--- config.mk ---
export PLATFORM = sky130hd
export DESIGN_NAME = adv_manufacturer_data_extractor_core
export DESIGN_NICKNAME = d
export VERILOG_FILES = /design/src/hdl/amde_pkg.sv /design/src/hdl/adv_manufacturer_data_extractor_core.sv
export SDC_FILE = /design/constraint.sdc
export NUM_CORES = 1
export LEC_CHECK = 0
export ABC_AREA = 1
export ABC_CLOCK_PERIOD_IN_PS = 9770
export BUFFER_PORTS_ARGS = -buffer_cell sky130_fd_sc_hd__buf_2
export CAP_MARGIN = 20
export CORE_ASPECT_RATIO = 0.9
export CORE_MARGIN = 2
export CORE_UTILIZATION = 60
export DETAILED_ROUTE_END_ITERATION = 6
export PLACE_DENSITY = 0.8
export SLEW_MARGIN = 0
export SYNTH_ARGS = -nofsm -noshare
export SYNTH_HDL_FRONTEND = slang
export SYNTH_SLANG_ARGS = --single-unit
export TNS_END_PERCENT = 100
--- constraint.sdc ---
create_clock -name clk -period 9.77 [get_ports clk]
set_clock_uncertainty 0.15 [all_clocks]
set_input_delay 0.977 -clock clk [delete_from_list [all_inputs] [get_ports clk]]
set_output_delay 0.977 -clock clk [all_outputs]
set_load 0.03 [all_outputs]
--- src/hdl/amde_pkg.sv ---
// Shared types and constants for the advertising manufacturer data extractor.
// Holds the walk phase encoding, status codes and the result record.
// No dependencies.
package amde_pkg;

    localparam int DATA_W   = 8;
    localparam int CFG_W    = 16;
    localparam int STATUS_W = 2;
    localparam int M_DATA_W = 16;

    localparam logic [DATA_W-1:0] ADDR_BYTES = 8'd6;
    localparam logic [DATA_W-1:0] MIN_LEN    = 8'd6;
    localparam logic [DATA_W-1:0] MIN_STRUCT = 8'd3;

    localparam logic [CFG_W-1:0]  COMPANY_ID_RESET = 16'h0059;
    localparam logic [DATA_W-1:0] MATCH_TYPE_RESET = 8'hFF;

    localparam logic CFG_COMPANY_ID = 1'b0;
    localparam logic CFG_MATCH_TYPE = 1'b1;

    localparam logic [STATUS_W-1:0] ST_PAYLOAD = 2'd0;
    localparam logic [STATUS_W-1:0] ST_EMPTY   = 2'd1;
    localparam logic [STATUS_W-1:0] ST_NOMATCH = 2'd2;

    typedef enum logic [2:0] {
        PH_IDLE,
        PH_LEN,
        PH_SLEN,
        PH_TYPE,
        PH_IDLO,
        PH_IDHI,
        PH_SKIP,
        PH_PAYLOAD
    } phase_t;

    typedef struct packed {
        logic                last;
        logic [STATUS_W-1:0] status;
        logic [DATA_W-1:0]   payload;
    } result_t;

endpackage

--- src/hdl/adv_manufacturer_data_extractor_core.sv ---
// Advertising manufacturer data extractor, top level.
// Walks the AD structures of a received packet and streams the matching payload.
// Depends on amde_pkg.
//
// Usage:
//   s_* carries packet bytes: tdata is the byte, tuser marks the header byte
//   that opens a packet. m_* carries results: tdata holds the payload byte and
//   the status code, tlast flags the final result of a packet.
//   cfg_we/cfg_index/cfg_data write company_id (index 0) or match_type
//   (index 1); write only while no packet is being walked.
// Timing:
//   One request is taken every cycle while s_tready is high. A result is
//   captured in the result register, or in the skid stage while that register
//   is held; the walk state updates at the edge that takes the request. The
//   one-entry skid stage decouples the sides: when the receiver stalls, one more
//   result is absorbed and s_tready drops until the skid stage drains.
// Reset:
//   Clears the walk to idle and both output stages to empty; company_id
//   returns to 0x0059 and match_type to 0xFF. Bytes without a header mark
//   are dropped while idle.
module adv_manufacturer_data_extractor_core
(
    input  logic                         clk,
    input  logic                         rst_n,
    input  logic                         s_tvalid,
    output logic                         s_tready,
    input  logic [amde_pkg::DATA_W-1:0]  s_tdata,   // [7:0] data_byte
    input  logic                         s_tuser,   // [0] first
    output logic                         m_tvalid,
    input  logic                         m_tready,
    output logic [amde_pkg::M_DATA_W-1:0] m_tdata,  // [7:0] payload_byte, [9:8] status
    output logic                         m_tlast,
    input  logic                         cfg_we,
    input  logic                         cfg_index,
    input  logic [amde_pkg::CFG_W-1:0]   cfg_data
);
    import amde_pkg::*;

    logic [CFG_W-1:0]  company_id_reg;
    logic [DATA_W-1:0] match_type_reg;

    phase_t            phase_reg, phase_next;
    logic [DATA_W-1:0] ad_rem_reg, ad_rem_next;
    logic [DATA_W-1:0] slen_reg, slen_next;
    logic [DATA_W-1:0] soff_reg, soff_next;
    logic [DATA_W-1:0] id_lo_reg, id_lo_next;

    logic              out_valid_reg;
    result_t           out_reg;
    logic              skid_valid_reg;
    result_t           skid_reg;

    logic              accept;
    logic              out_take;
    logic [DATA_W-1:0] v;
    logic [DATA_W-1:0] off_inc;
    logic              fdone;
    logic [DATA_W:0]   need;
    logic              res_valid;
    result_t           res;

    assign s_tready = !skid_valid_reg;
    assign accept   = s_tvalid && s_tready;
    assign out_take = out_valid_reg && m_tready;
    assign v        = s_tdata;
    assign off_inc  = soff_reg + 8'd1;
    assign fdone    = (off_inc >= slen_reg);
    assign need     = {1'b0, v} + 9'd1;

    always_ff @(posedge clk or negedge rst_n)
    begin
        if (!rst_n)
        begin
            company_id_reg <= COMPANY_ID_RESET;
            match_type_reg <= MATCH_TYPE_RESET;
        end
        else if (cfg_we)
        begin
            case (cfg_index)
                CFG_COMPANY_ID: company_id_reg <= cfg_data;
                CFG_MATCH_TYPE: match_type_reg <= cfg_data[DATA_W-1:0];
                default:        company_id_reg <= company_id_reg;
            endcase
        end
    end

    // next state of the walk
    always_comb
    begin
        phase_next  = phase_reg;
        ad_rem_next = ad_rem_reg;
        slen_next   = slen_reg;
        soff_next   = soff_reg;
        id_lo_next  = id_lo_reg;
        if (accept)
        begin
            if (s_tuser)
            begin
                phase_next  = PH_LEN;
                ad_rem_next = '0;
                slen_next   = '0;
                soff_next   = '0;
                id_lo_next  = '0;
            end
            else
            begin
                case (phase_reg)
                    PH_IDLE:
                    begin
                        phase_next = PH_IDLE;
                    end
                    PH_LEN:
                    begin
                        if (v < MIN_LEN)
                        begin
                            phase_next = PH_IDLE;
                        end
                        else
                        begin
                            ad_rem_next = v - MIN_LEN;
                            slen_next   = ADDR_BYTES;
                            soff_next   = '0;
                            phase_next  = PH_SKIP;
                        end
                    end
                    PH_SLEN:
                    begin
                        if (v == '0 || need > {1'b0, ad_rem_reg})
                        begin
                            phase_next = PH_IDLE;
                        end
                        else
                        begin
                            ad_rem_next = ad_rem_reg - need[DATA_W-1:0];
                            slen_next   = v;
                            soff_next   = '0;
                            phase_next  = PH_TYPE;
                        end
                    end
                    PH_TYPE:
                    begin
                        soff_next = off_inc;
                        if (v == match_type_reg && slen_reg >= MIN_STRUCT)
                            phase_next = PH_IDLO;
                        else if (fdone)
                            phase_next = (ad_rem_reg == '0) ? PH_IDLE : PH_SLEN;
                        else
                            phase_next = PH_SKIP;
                    end
                    PH_IDLO:
                    begin
                        soff_next  = off_inc;
                        id_lo_next = v;
                        phase_next = PH_IDHI;
                    end
                    PH_IDHI:
                    begin
                        soff_next = off_inc;
                        if ({v, id_lo_reg} == company_id_reg)
                            phase_next = fdone ? PH_IDLE : PH_PAYLOAD;
                        else if (fdone)
                            phase_next = (ad_rem_reg == '0) ? PH_IDLE : PH_SLEN;
                        else
                            phase_next = PH_SKIP;
                    end
                    PH_PAYLOAD:
                    begin
                        soff_next = off_inc;
                        if (fdone)
                            phase_next = PH_IDLE;
                    end
                    PH_SKIP:
                    begin
                        soff_next = off_inc;
                        if (fdone)
                            phase_next = (ad_rem_reg == '0) ? PH_IDLE : PH_SLEN;
                    end
                    default:
                    begin
                        phase_next = PH_IDLE;
                    end
                endcase
            end
        end
    end

    // result of the accepted byte
    always_comb
    begin
        res_valid   = 1'b0;
        res.payload = '0;
        res.status  = ST_NOMATCH;
        res.last    = 1'b1;
        if (accept)
        begin
            if (s_tuser)
            begin
                res_valid = (phase_reg != PH_IDLE);
            end
            else
            begin
                case (phase_reg)
                    PH_LEN:
                    begin
                        res_valid = (v < MIN_LEN);
                    end
                    PH_SLEN:
                    begin
                        res_valid = (v == '0 || need > {1'b0, ad_rem_reg});
                    end
                    PH_TYPE:
                    begin
                        res_valid = !(v == match_type_reg && slen_reg >= MIN_STRUCT)
                                    && fdone && (ad_rem_reg == '0);
                    end
                    PH_IDHI:
                    begin
                        if ({v, id_lo_reg} == company_id_reg)
                        begin
                            res_valid  = fdone;
                            res.status = ST_EMPTY;
                        end
                        else
                        begin
                            res_valid = fdone && (ad_rem_reg == '0);
                        end
                    end
                    PH_PAYLOAD:
                    begin
                        res_valid   = 1'b1;
                        res.payload = v;
                        res.status  = ST_PAYLOAD;
                        res.last    = fdone;
                    end
                    PH_SKIP:
                    begin
                        res_valid = fdone && (ad_rem_reg == '0);
                    end
                    default:
                    begin
                        res_valid = 1'b0;
                    end
                endcase
            end
        end
    end

    always_ff @(posedge clk or negedge rst_n)
    begin
        if (!rst_n)
        begin
            phase_reg <= PH_IDLE;
            ad_rem_reg <= '0;
            slen_reg   <= '0;
            soff_reg   <= '0;
            id_lo_reg  <= '0;
        end
        else
        begin
            phase_reg  <= phase_next;
            ad_rem_reg <= ad_rem_next;
            slen_reg   <= slen_next;
            soff_reg   <= soff_next;
            id_lo_reg  <= id_lo_next;
        end
    end

    // hold results in the output register, overflow into the skid stage
    always_ff @(posedge clk or negedge rst_n)
    begin
        if (!rst_n)
        begin
            out_valid_reg  <= 1'b0;
            skid_valid_reg <= 1'b0;
        end
        else if (skid_valid_reg)
        begin
            if (out_take)
                skid_valid_reg <= 1'b0;
        end
        else if (res_valid)
        begin
            if (!out_valid_reg || out_take)
                out_valid_reg <= 1'b1;
            else
                skid_valid_reg <= 1'b1;
        end
        else if (out_take)
        begin
            out_valid_reg <= 1'b0;
        end
    end

    always_ff @(posedge clk)
    begin
        if (skid_valid_reg)
        begin
            if (out_take)
                out_reg <= skid_reg;
        end
        else if (res_valid)
        begin
            if (!out_valid_reg || out_take)
                out_reg <= res;
            else
                skid_reg <= res;
        end
    end

    assign m_tvalid = out_valid_reg;
    assign m_tdata  = {{(M_DATA_W-DATA_W-STATUS_W){1'b0}}, out_reg.status, out_reg.payload};
    assign m_tlast  = out_reg.last;

    a_skid_needs_out: assert property (@(posedge clk) disable iff (!rst_n)
        skid_valid_reg |-> out_valid_reg)
        else $error("skid stage full while output register empty");

    a_idle_silent: assert property (@(posedge clk) disable iff (!rst_n)
        (accept && !s_tuser && phase_reg == PH_IDLE) |-> !res_valid)
        else $error("result produced for a byte outside a packet");

    a_last_goes_idle: assert property (@(posedge clk) disable iff (!rst_n)
        (res_valid && res.last && !s_tuser) |=> phase_reg == PH_IDLE)
        else $error("walk still active after final result");

    a_status_legal: assert property (@(posedge clk) disable iff (!rst_n)
        out_valid_reg |-> (out_reg.status == ST_PAYLOAD || out_reg.status == ST_EMPTY
                           || out_reg.status == ST_NOMATCH))
        else $error("illegal status code on output");

    a_status_last: assert property (@(posedge clk) disable iff (!rst_n)
        (out_valid_reg && out_reg.status != ST_PAYLOAD) |-> out_reg.last)
        else $error("status result not flagged as last");

endmodule

# Yosys cells after proc, flatten, opt, wreduce, memory -nomap -nowiden
# Cells that the tools add are included.
classes:
  add_sub_neg: 4
  n_lt_le_gt_ge: 4
  eq_ne: 15
  mux: 46
  bitwise: 3
  n_reduce_logical: 31
op_table:
  columns: ["cell", "n"]
  rows:
  - ["8-bit 2-to-1 mux", 12]
  - ["11-bit 2-to-1 mux", 6]
  - ["8-bit case mux with 2 select lines", 2]
  - ["3-bit 2-to-1 mux", 8]
  - ["3-bit case mux with 8 select lines", 1]
  - ["8-bit case mux with 3 select lines", 1]
  - ["16-bit equality test", 1]
  - ["8-bit logical NOT", 2]
  - ["3-bit equality test (second input constant)", 4]
  - ["3-bit inequality test (second input constant)", 4]
  - ["3-bit AND reduction", 4]
  - ["1-bit 2-to-1 mux", 11]
  - ["8-bit by 1-bit adder with 9-bit output (second input constant)", 1]
  - ["9-bit by 8-bit greater-than comparator with 1-bit output", 1]
  - ["8-bit by 1-bit adder with 8-bit output (second input constant)", 1]
  - ["8-bit equality test", 1]
  - ["8-bit by 2-bit >= comparator with 1-bit output (second input constant)", 1]
  - ["8-bit >= comparator", 1]
  - ["8-bit by 3-bit < comparator with 1-bit output (second input constant)", 1]
  - ["4-bit AND reduction", 2]
  - ["2-bit nonzero test", 4]
  - ["8-bit by 3-bit subtractor with 8-bit output (second input constant)", 1]
  - ["8-bit subtractor", 1]
  - ["3-bit by 2-bit equality test with 1-bit output (second input constant)", 2]
  - ["14 further kinds", 30]
totals:
  regBits: 83
  in_bits: 31

# Depth between registers and ports, before layout
# Gate-level depths: netlist of the first run.
depth:
  ltp_word: 10
  mapped_depth: 21
  depth_no_buf: 19

# Worst setup path before layout of the first run
# No wires, ideal clock.
synth_timing:
  kind: "input -> register"
  startpoint: "input port s_tdata[0] (netlist name)"
  endpoint: "register out_reg (netlist bit m_tdata[0]), enable pin"
  setup_ps: 382
  arrival_ps: 3383
  path_slack_ps: 5855
  path_stages: 17
  n_path_buf: 0
  cell_sequence: "ha_1 nand2_2 nor3_1 xor2_1 inv_1 ha_1 nand2_1 inv_1 nand3_2 nand3b_1 nand2_1 nand2_2 nand2_2 nand2_1 nand3_1 nand2_1 a21oi_1"
synth_via:
  elab_chain_len: 10
synth_lines:
  columns: ["item", "line", "text"]
  rows:
  - ["start: declaration", "adv_manufacturer_data_extractor_core.sv:27", "input logic [amde_pkg::DATA_W-1:0] s_tdata,"]
  - ["parallel branches: the longest is 5 deep, another holds 8-bit by 1-bit adder with 9-bit output", null, null]
  - ["1-bit case mux with 6 select lines (*)", "adv_manufacturer_data_extractor_core.sv:202", "case (phase_reg)"]
  - ["1-bit 2-to-1 mux (*)", "adv_manufacturer_data_extractor_core.sv:196", "if (s_tuser)"]
  - ["1-bit 2-to-1 mux (*)", "adv_manufacturer_data_extractor_core.sv:194", "if (accept)"]
  - ["2-bit nonzero test (no source line) (*)", null, null]
  - ["3-bit AND reduction (no source line) (*)", null, null]
  - ["end signal: assignment", "adv_manufacturer_data_extractor_core.sv:299", "out_reg <= skid_reg;"]
  - ["end signal: assignment", "adv_manufacturer_data_extractor_core.sv:304", "out_reg <= res;"]
  - ["end: declaration", "adv_manufacturer_data_extractor_core.sv:49", "result_t out_reg;"]
# Mark *: on every way between the ends.
# A chain may end at the register's enable or synchronous reset.

# Worst setup path in the final report of the first run
layout_timing:
  startpoint: "input port s_tdata[1] (netlist name)"
  endpoint: "register out_reg (netlist bit m_tdata[9]), enable pin"
# The elaborated chain is that of the path after synthesis.

==> results of run 1 <==
-- Yosys cell counts, types with 2 or more instances --
master and n:
o21ai_0 48, o22ai_1 6, inv_1 113, nand4_1 7, dfrtp_1 49, nor2_1 82
nand3_1 13, inv_2 2, clkbuf_1 9, edfxtp_1 22, nand2_2 5, dfstp_2 12
or2_2 4, nor3_1 8, buf_6 4, nor2_2 5, buf_2 2, a21oi_1 28
nand3_4 3, a211oi_1 2, xor2_1 7, nand3b_1 3, buf_4 7, ha_1 27
nand2_1 190, nor4_1 3, o211ai_1 7, xnor2_1 3, a21oi_2 8, o21ai_2 15
-- critical path, stage by stage --
cell	delay (ns)
buf_2	0.17
ha_1	0.22
nand2_2	0.09
nor3_1	0.19
xor2_1	0.28
inv_1	0.08
ha_1	0.35
nand2_1	0.09
inv_1	0.12
nand3_2	0.08
nand3b_1	0.17
nand2_1	0.09
nand2_2	0.06
nand2_2	0.08
nand2_1	0.06
nand3_1	0.08
nand2_1	0.10
a21oi_1	0.73
-- layout make-up --
class,count,area [sq um],share of cell area
Multi-Input combinational cell,489,2570,0.446
Tap cell,119,149,0.0258
Clock buffer,9,124,0.0215
Timing Repair Buffer,45,230,0.0399
Inverter,116,438,0.0760
Sequential cell,83,2200,0.382
Clock inverter,7,50.0,0.00868
-- logic make-up after synthesis --
logic type	count (synthesis)
AOI/OAI and AO/OA	119
xor gates and xnor gates	10
adders and majority gates	28
buffers and inverters	140
DFF	83
other	1
and+or+nand+nor	326
-- per-stage QoR --
step | utilization | worst slack, ns | total power [mW]
after floorplan | - | 5.85 | 0.451
after global placement | 0.650 | 5.31 | 0.478
after detailed placement | 0.650 | 5.24 | 0.480
after CTS | 0.670 | 5.61 | 0.706
after global routing | 0.670 | 5.23 | 0.736
final | 0.670 | 5.58 | 0.702
-- power by group through the flow --
| stage | combinational, mW | clock (mW) | sequential, mW |
|---|---|---|---|
| detailed placement | 0.0926 | 0 | 0.387 |
| CTS | 0.0930 | 0.233 | 0.380 |
| global route | 0.107 | 0.247 | 0.382 |
| finish | 0.0934 | 0.228 | 0.381 |
| global placement | 0.0911 | 0 | 0.387 |
| floorplan | 0.0659 | 0 | 0.385 |
-- routing by layer --
metal / vias to the layer above / global-route usage / share of wire
li1: 2300 / - / -
met1: 2164 / 0.391 / 0.46
met2: 129 / 0.455 / 0.46
met3: 19 / 0.0575 / 0.055
met4: 0 / 0.0998 / 0.023
met5: - / 0 / 0
-- final timing paths --
kind | from | to | slack (ns) | cells past startpoint
setup / recovery | s_tdata[1] | m_tdata[9]$_DFFE_PP_ | 5.58 | 18
hold / removal | company_id_reg[6]$_DFFE_PN1P_ | company_id_reg[6]$_DFFE_PN1P_ | 0.35 | 2
setup reg to reg | soff_reg[0]$_DFFE_PN0P_ | m_tdata[9]$_DFFE_PP_ | 6.13 | 16
hold reg to reg | company_id_reg[6]$_DFFE_PN1P_ | company_id_reg[6]$_DFFE_PN1P_ | 0.35 | 2
max in group asynchronous | rst_n | company_id_reg[5]$_DFFE_PN0P_ | 8.31 | 2
min in group asynchronous | rst_n | company_id_reg[14]$_DFFE_PN0P_ | 0.63 | 2
==> flow_summary.ini, run 1 <==
[outcome]
status = finished, final reports clean

[placed_design]
post_dp_cell_area_sq_um = 5590
placed_cells = 852
hpwl_mm = 9.59
place_congestion = 0.968
port-buffer-count = 43

[sta]
finalSetupTns_ns = 0
period_share = 0.429
setup_violations = 0
max-slew-margin-rel = 0.372
timing.hold.ws_ns = 0.354
finalHoldViolations = 0
rsz0062_at_grt = no
post-route-min-period_ns = 4.19
tightest_slew_ns = 0.940
fmax_ghz = 0.239
drv_slew = 0

[synth]
ys_ff_latch = 83
synth_flop_cell = dfrtp_1
muxShareOfSynthArea = 0
syn_inst = 707
async_reset_ff_frac = 0.735
synth_top_family_by_area = simple AND/OR/NAND/NOR gates
ys_types = 43
synth_top_area_cell = dfrtp_1
yosysSeqAreaShare = 0.412
synth_compound_area_frac = 0.135
synth_fa_ha_area_frac = 0.0670
yosysTopAreaCellShare = 0.229
synth_area_leaders = dfrtp_1 (23%), nand2_1 (13%), edfxtp_1 (12%)
yosys_warnings = 0
synth-simple-area-share = 0.259
synth_xor_area_frac = 0.0164
synth_area_sq_um = 5340
synth_edf_count = 22
postSynthAreaPerCell_sq_um = 7.56

[final_layout]
largest_register_ffs = 16
n_antenna_cell = 0
syn_to_final_growth_pct = 7.89
final_common_cell = nand2_1
final.fill_count = 743
layout_common_cells = nand2_1 (190), inv_1 (113), nor2_1 (82)
drive_gt1_frac = 0.158
stdcell_count = 868
finalInstanceArea_sq_um = 5770
nets = 803

[grt]
grtUsageTotal = 0.287
grt_first_pass_wirelength_mm = 21.1
antenna_found_initial = 0
overflow = 0
grt_max_degree = 62
grt_pass1_vias = 4426

[die]
die_h_um = 93.5
start_util = 0.621
num_rows = 32
die_area_sq_um = 9680
coreArea_sq_um = 8610
dieWidth_um = 103
io_pins = 50

[drt]
drtIter0Drc = 222
drc_errors = 0
via_per_inst = 5.31
final_antenna_net_count = 0
vias = 4612
wire_per_inst_um = 14.5
dr.pass1.iters = 5
wl_mm = 12.6

[setup_path]
cp_max_fo = 11
critPathKind = in2reg
worstPathRequired_ns = 9.60
end_kind = flip-flop
arrival_ns = 4.02
start_kind = input pin

[clocking]
cts_tree = done
clk_latency_ns = 0.36
cts_hold_buf = 0
cts.sinks = 83
post-cts-setup-buffer-count = 0
clock-root-buffer = clkbuf_8
cts_resized = 0
clock_path_buffers = 2
path_clk_slew_ns = 0.09
htree_levels = 3
cts_buffers = 9

[pwr]
p_switching_mw = 0.207
p_clk_frac = 0.325
powerDensity_nw_per_um2 = 122
swShare = 0.294
leakagePower_nw = 2.96
power.share.sequential = 0.542
internal-power_mw = 0.496
comb_power_share = 0.133
ir_drop_mv = 0.120

[job]
drv_cap = 0

[min_path]
min_path_type = reg2reg
Note: power is estimated with default switching activity, not from simulation.
==> run 2: changes to the inputs <==
ABC_CLOCK_PERIOD_IN_PS = 4000   (was 9770)
clock period = 4 ns   (was 9.77 ns; I/O delays follow)
==> run 2 against run 1 <==
Net effect: routed wire length is 1.6% lower; critical path depth decreased by 1; flip-flop and latch count did not move; register-to-register slack worse by 5.5 ns; cell count is 0.35% higher; highest routed layer unchanged.
==> flow_summary.ini, run 2 (same netlist as run 1, synthesis figures left out) <==
[final_layout]
n_antenna_cell = 0
drive_gt1_frac = 0.161
layout_common_cells = nand2_1 (190), inv_1 (113), nor2_1 (82)
multi_input_comb_area_sq_um = 2570
final_common_cell = nand2_1
final.fill_count = 734
seq_area_sq_um = 2200
largest_register_ffs = 16
nets = 806
utilization = 0.676
syn_to_final_growth_pct = 8.85

[setup_path]
arrival_ns = 3.32
worstPathRequired_ns = 3.97
r2r_setup_slack_ns = 0.65
start_kind = flip-flop
end_kind = flip-flop
cp_max_fo = 11
critPathKind = reg2reg

[grt]
grt_first_pass_wirelength_mm = 21.4
grt_pass1_vias = 4568
overflow = 0
grt_max_degree = 36
antenna_found_initial = 0
grtUsageTotal = 0.286

[sta]
post-route-min-period_ns = 3.35
drv_slew = 0
tightest_slew_ns = 0.905
finalHoldViolations = 0
setup_violations = 0
rsz0062_at_grt = no
period_share = 0.837
finalSetupTns_ns = 0
finalWorstSetupSlack_ns = 0.654
fmax_ghz = 0.299
max-slew-margin-rel = 0.395

[die]
die_h_um = 93.5
dieWidth_um = 103
start_util = 0.621
io_pins = 50
die_area_sq_um = 9680
coreArea_sq_um = 8610
num_rows = 32

[clocking]
cts_resized = 0
htree_levels = 3
cts_tree = done
clock-root-buffer = clkbuf_8
clock_path_buffers = 2
post-cts-setup-buffer-count = 0
path_clk_slew_ns = 0.09
cts.sinks = 83
cts_hold_buf = 1
clk_latency_ns = 0.36
cts_buffers = 9

[placed_design]
place_congestion = 1.16
place_ws_ns = 0.568
port-buffer-count = 43
hpwl_mm = 9.38

[drt]
wire_per_inst_um = 14.2
via_per_inst = 5.32
drc_errors = 0
final_antenna_net_count = 0
drtIter0Drc = 347
vias = 4631
dr.pass1.iters = 5
wl_mm = 12.4

[outcome]
status = finished, final reports clean

[pwr]
powerDensity_nw_per_um2 = 306
leakagePower_nw = 3.00
ir_drop_mv = 0.240

[job]
drv_cap = 0

[min_path]
min_path_type = in2reg
## run 2: metrics by stage
step | cell area (sq um) | hold WS (ns) | cells | power, mW
2_1_floorplan | 5360 | -0.0456 | 712 | 1.10
3_3_place_gp | 5610 | 0.322 | 854 | 1.17
3_5_place_dp | 5610 | 0.330 | 854 | 1.17
4_1_cts | 5820 | 0.114 | 871 | 1.79
5_1_grt | 5820 | 0.132 | 871 | 1.86
6_report | 5820 | 0.115 | 871 | 1.78
## run 2: worst max-delay path, stage by stage, from the launching register on
cell and delay (ns):
dfrtp_1 0.42, nand3_1 0.17, nor3_1 0.30, nand2_1 0.13, xor2_1 0.19, inv_1 0.06, ha_1 0.28, nand2_1 0.09
nor2_1 0.05, nor3_1 0.30, nand2_1 0.19, nand2_1 0.13, nor2_1 0.06, nor2_1 0.10, nand3_1 0.08, nand2_1 0.13
a21oi_1 0.08, buf_4 0.18
## run 2: layout make-up
class | count | share of cell area
inverters | 116 | 0.0753
well taps | 119 | 0.0256
clock inverters | 7 | 0.0131
multi-input cells | 489 | 0.442
repair buffers | 48 | 0.0439
flip-flops and latches | 83 | 0.379
clock buffers | 9 | 0.0213
## run 2: final timing paths
check                                               from                            end  depth (start not counted)
min reg2reg                match_type_reg[1]$_DFFE_PN1P_  match_type_reg[1]$_DFFE_PN1P_                          2
min                                          cfg_data[1]  match_type_reg[1]$_DFFE_PN1P_                          3
max reg2reg                      soff_reg[0]$_DFFE_PN0P_              m_tlast$_DFFE_PP_                         17
max                              soff_reg[0]$_DFFE_PN0P_              m_tlast$_DFFE_PP_                         17
min in group asynchronous                          rst_n           m_tvalid$_DFFE_PN0P_                          2
max in group asynchronous                          rst_n  company_id_reg[4]$_DFFE_PN1P_                          3
## run 2: per-layer routing
layer / GRT usage / share of wire / vias to the layer above
li1: - / - / 2299
met1: 0.388 / 0.44 / 2104
met4: 0.135 / 0.039 / 0
met5: 0 / 0 / -
met2: 0.442 / 0.46 / 181
met3: 0.0531 / 0.068 / 47
## run 2: power by group
part | total (mW) | internal [mW] | leakage, nW | switching (mW)
Clock | 0.616 | 0.292 | 0.0958 | 0.325
Combinational | 0.232 | 0.0762 | 1.99 | 0.156
Sequential | 0.930 | 0.908 | 0.907 | 0.0220
==> run 3: changes to the inputs <==
ABC_CLOCK_PERIOD_IN_PS = 3200   (was 4000)
clock period = 3.2 ns   (was 4 ns; I/O delays follow)
==> run 3 against run 2 <==
Net effect: count of clock-buffer cells in the layout did not move; global-route usage rose by 0.23 points; flip-flop and latch count did not move; sequential share of layout area fell by 2.0 points; routed wire length rose by 5.0%.
==> flow_summary.ini, run 3 (same netlist as run 1, synthesis figures left out) <==
[die]
io_pins = 50
dieWidth_um = 103
start_util = 0.621
die_h_um = 93.5
num_rows = 32
die_area_sq_um = 9680
coreArea_sq_um = 8610

[placed_design]
port-buffer-count = 43
hpwl_mm = 9.73
place_congestion = 0.935
placed_cells = 880
place_ws_ns = -0.0780
post_dp_cell_area_sq_um = 5840

[drt]
vias = 4721
dr.pass1.iters = 5
highest_layer = met4
final_antenna_net_count = 0
drtIter0Drc = 360
drc_errors = 0
wire_per_inst_um = 14.4
wl_mm = 13.0
met1_length_mm = 5.68
dr_wl_met3_um = 983
via_per_inst = 5.24
met2_wirelength_mm = 6.13

[setup_path]
r2r_setup_slack_ns = 0.11
rr_endpoint = m_tdata[6]$_DFFE_PP_
r2r_cells = 18
end_kind = flip-flop
reg2reg_from = soff_reg[0]$_DFFE_PN0P_
critical_path.startpoint = soff_reg[0]$_DFFE_PN0P_
cp_max_fo = 11
critPathKind = reg2reg
crit_end = m_tdata[6]$_DFFE_PP_
arrival_ns = 3.07
worstPathRequired_ns = 3.18
start_kind = flip-flop

[clocking]
cts_buffers = 9
clock_path_buffers = 2
cts.sinks = 83
cts_tree = done
path_clk_slew_ns = 0.09
htree_levels = 3
clock-root-buffer = clkbuf_8
clk_latency_ns = 0.36

[final_layout]
final.fill_count = 684
final_common_cell = nand2_1
layout_common_cells = nand2_1 (185), inv_1 (113), nor2_1 (79)
largest_register_ffs = 16
seq_area_sq_um = 2200
syn_to_final_growth_pct = 15.1
utilization = 0.714
stdcell_count = 901
multi_input_comb_area_sq_um = 2640
nets = 836
n_antenna_cell = 0
finalInstanceArea_sq_um = 6150
drive_gt1_frac = 0.212

[min_path]
min_path_type = in2reg
whs_path_depth = 3

[pwr]
p_switching_mw = 0.641
ir_drop_mv = 0.271
internal-power_mw = 1.62
comb_power_share = 0.141
p_clk_frac = 0.344
leakagePower_nw = 3.16
swShare = 0.284
powerDensity_nw_per_um2 = 367
power.share.sequential = 0.515

[sta]
setup_violations = 0
fmax_ghz = 0.324
period_share = 0.965
drv_slew = 0
tightest_slew_ns = 0.945
max-slew-margin-rel = 0.368
finalWorstSetupSlack_ns = 0.112
finalHoldViolations = 0
post-route-min-period_ns = 3.09
finalSetupTns_ns = 0

[grt]
grt_first_pass_wirelength_mm = 21.5
antenna_found_initial = 0
grtUsageTotal = 0.289
overflow = 0
grt_max_degree = 62
grt_pass1_vias = 4568

[job]
drv_cap = 0

[outcome]
status = finished, final reports clean
[run 3: cell types whose count changed in the layout (fill, tap and decap cells not counted), moves of 3 or more]
cell and change:
nor2_2 +3, nor2_1 -3, buf_4 +26, nand2_2 +5, buf_12 +3, nand2_1 -5
[run 3: worst min path at each step]
stage / slack (ns) / endpoint / start
final: 0.04 / company_id_reg[3]$_DFFE_PN1P_ / cfg_data[3]
after global routing: 0.05 / company_id_reg[4]$_DFFE_PN1P_ / cfg_data[4]
after CTS: 0.04 / company_id_reg[3]$_DFFE_PN1P_ / cfg_data[3]
after detailed placement: 0.21 / company_id_reg[1]$_DFFE_PN0P_ / rst_n
after global placement: 0.21 / company_id_reg[1]$_DFFE_PN0P_ / rst_n
after floorplan: -0.13 / ad_rem_reg[0]$_DFFE_PN0P_ / rst_n
[run 3: through the flow]
stage | hold slack [ns] | power, mW
floorplan | -0.126 | 1.38
global placement | 0.205 | 1.49
detailed placement | 0.210 | 1.49
CTS | 0.0352 | 2.27
global route | 0.0491 | 2.36
finish | 0.0408 | 2.26
[run 3: critical path: stages, from the launching register on]
cell	delay, ns
dfrtp_1	0.43
ha_2	0.23
nand2_2	0.07
nor2_2	0.10
nand2_1	0.09
xor2_2	0.17
inv_1	0.07
ha_1	0.29
nand2_2	0.07
nor2_1	0.05
nor3_2	0.27
nand2_2	0.13
nand2_2	0.11
nor2_2	0.05
nor2_2	0.10
nand3_1	0.10
nand2_2	0.14
a21oi_4	0.08
buf_12	0.16
[run 3: final cells by class]
class | instances | share of cell area
flip-flops and latches | 83 | 0.358
repair buffers | 78 | 0.0848
multi-input cells | 489 | 0.429
clock buffers | 9 | 0.0201
clock inverters | 7 | 0.0122
inverters | 116 | 0.0712
well taps | 119 | 0.0242
[run 3: power groups by stage]
stage / Sequential [mW] / Combinational [mW] / Clock (mW)
after floorplan: 1.17 / 0.201 / 0
after global placement: 1.18 / 0.305 / 0
after detailed placement: 1.18 / 0.311 / 0
after CTS: 1.16 / 0.315 / 0.794
after global routing: 1.17 / 0.359 / 0.827
final: 1.16 / 0.317 / 0.777
[run 3: routing by layer]
| layer | track usage | vias up |
|---|---|---|
| met4 | 0.0954 | 0 |
| met1 | 0.399 | 2150 |
| met5 | 0 | - |
| li1 | - | 2354 |
| met3 | 0.0426 | 27 |
| met2 | 0.465 | 190 |
[run 3: repair_timing]
item | 4_1_cts | 5_1_grt
hold buffers | 1 | 0
buffers inserted | 0 | 5
gates resized for setup | 1 | 18
pin swaps | 0 | 10
setup endpoints to repair | 22 | 25
hold endpoints to repair | 49 | 0
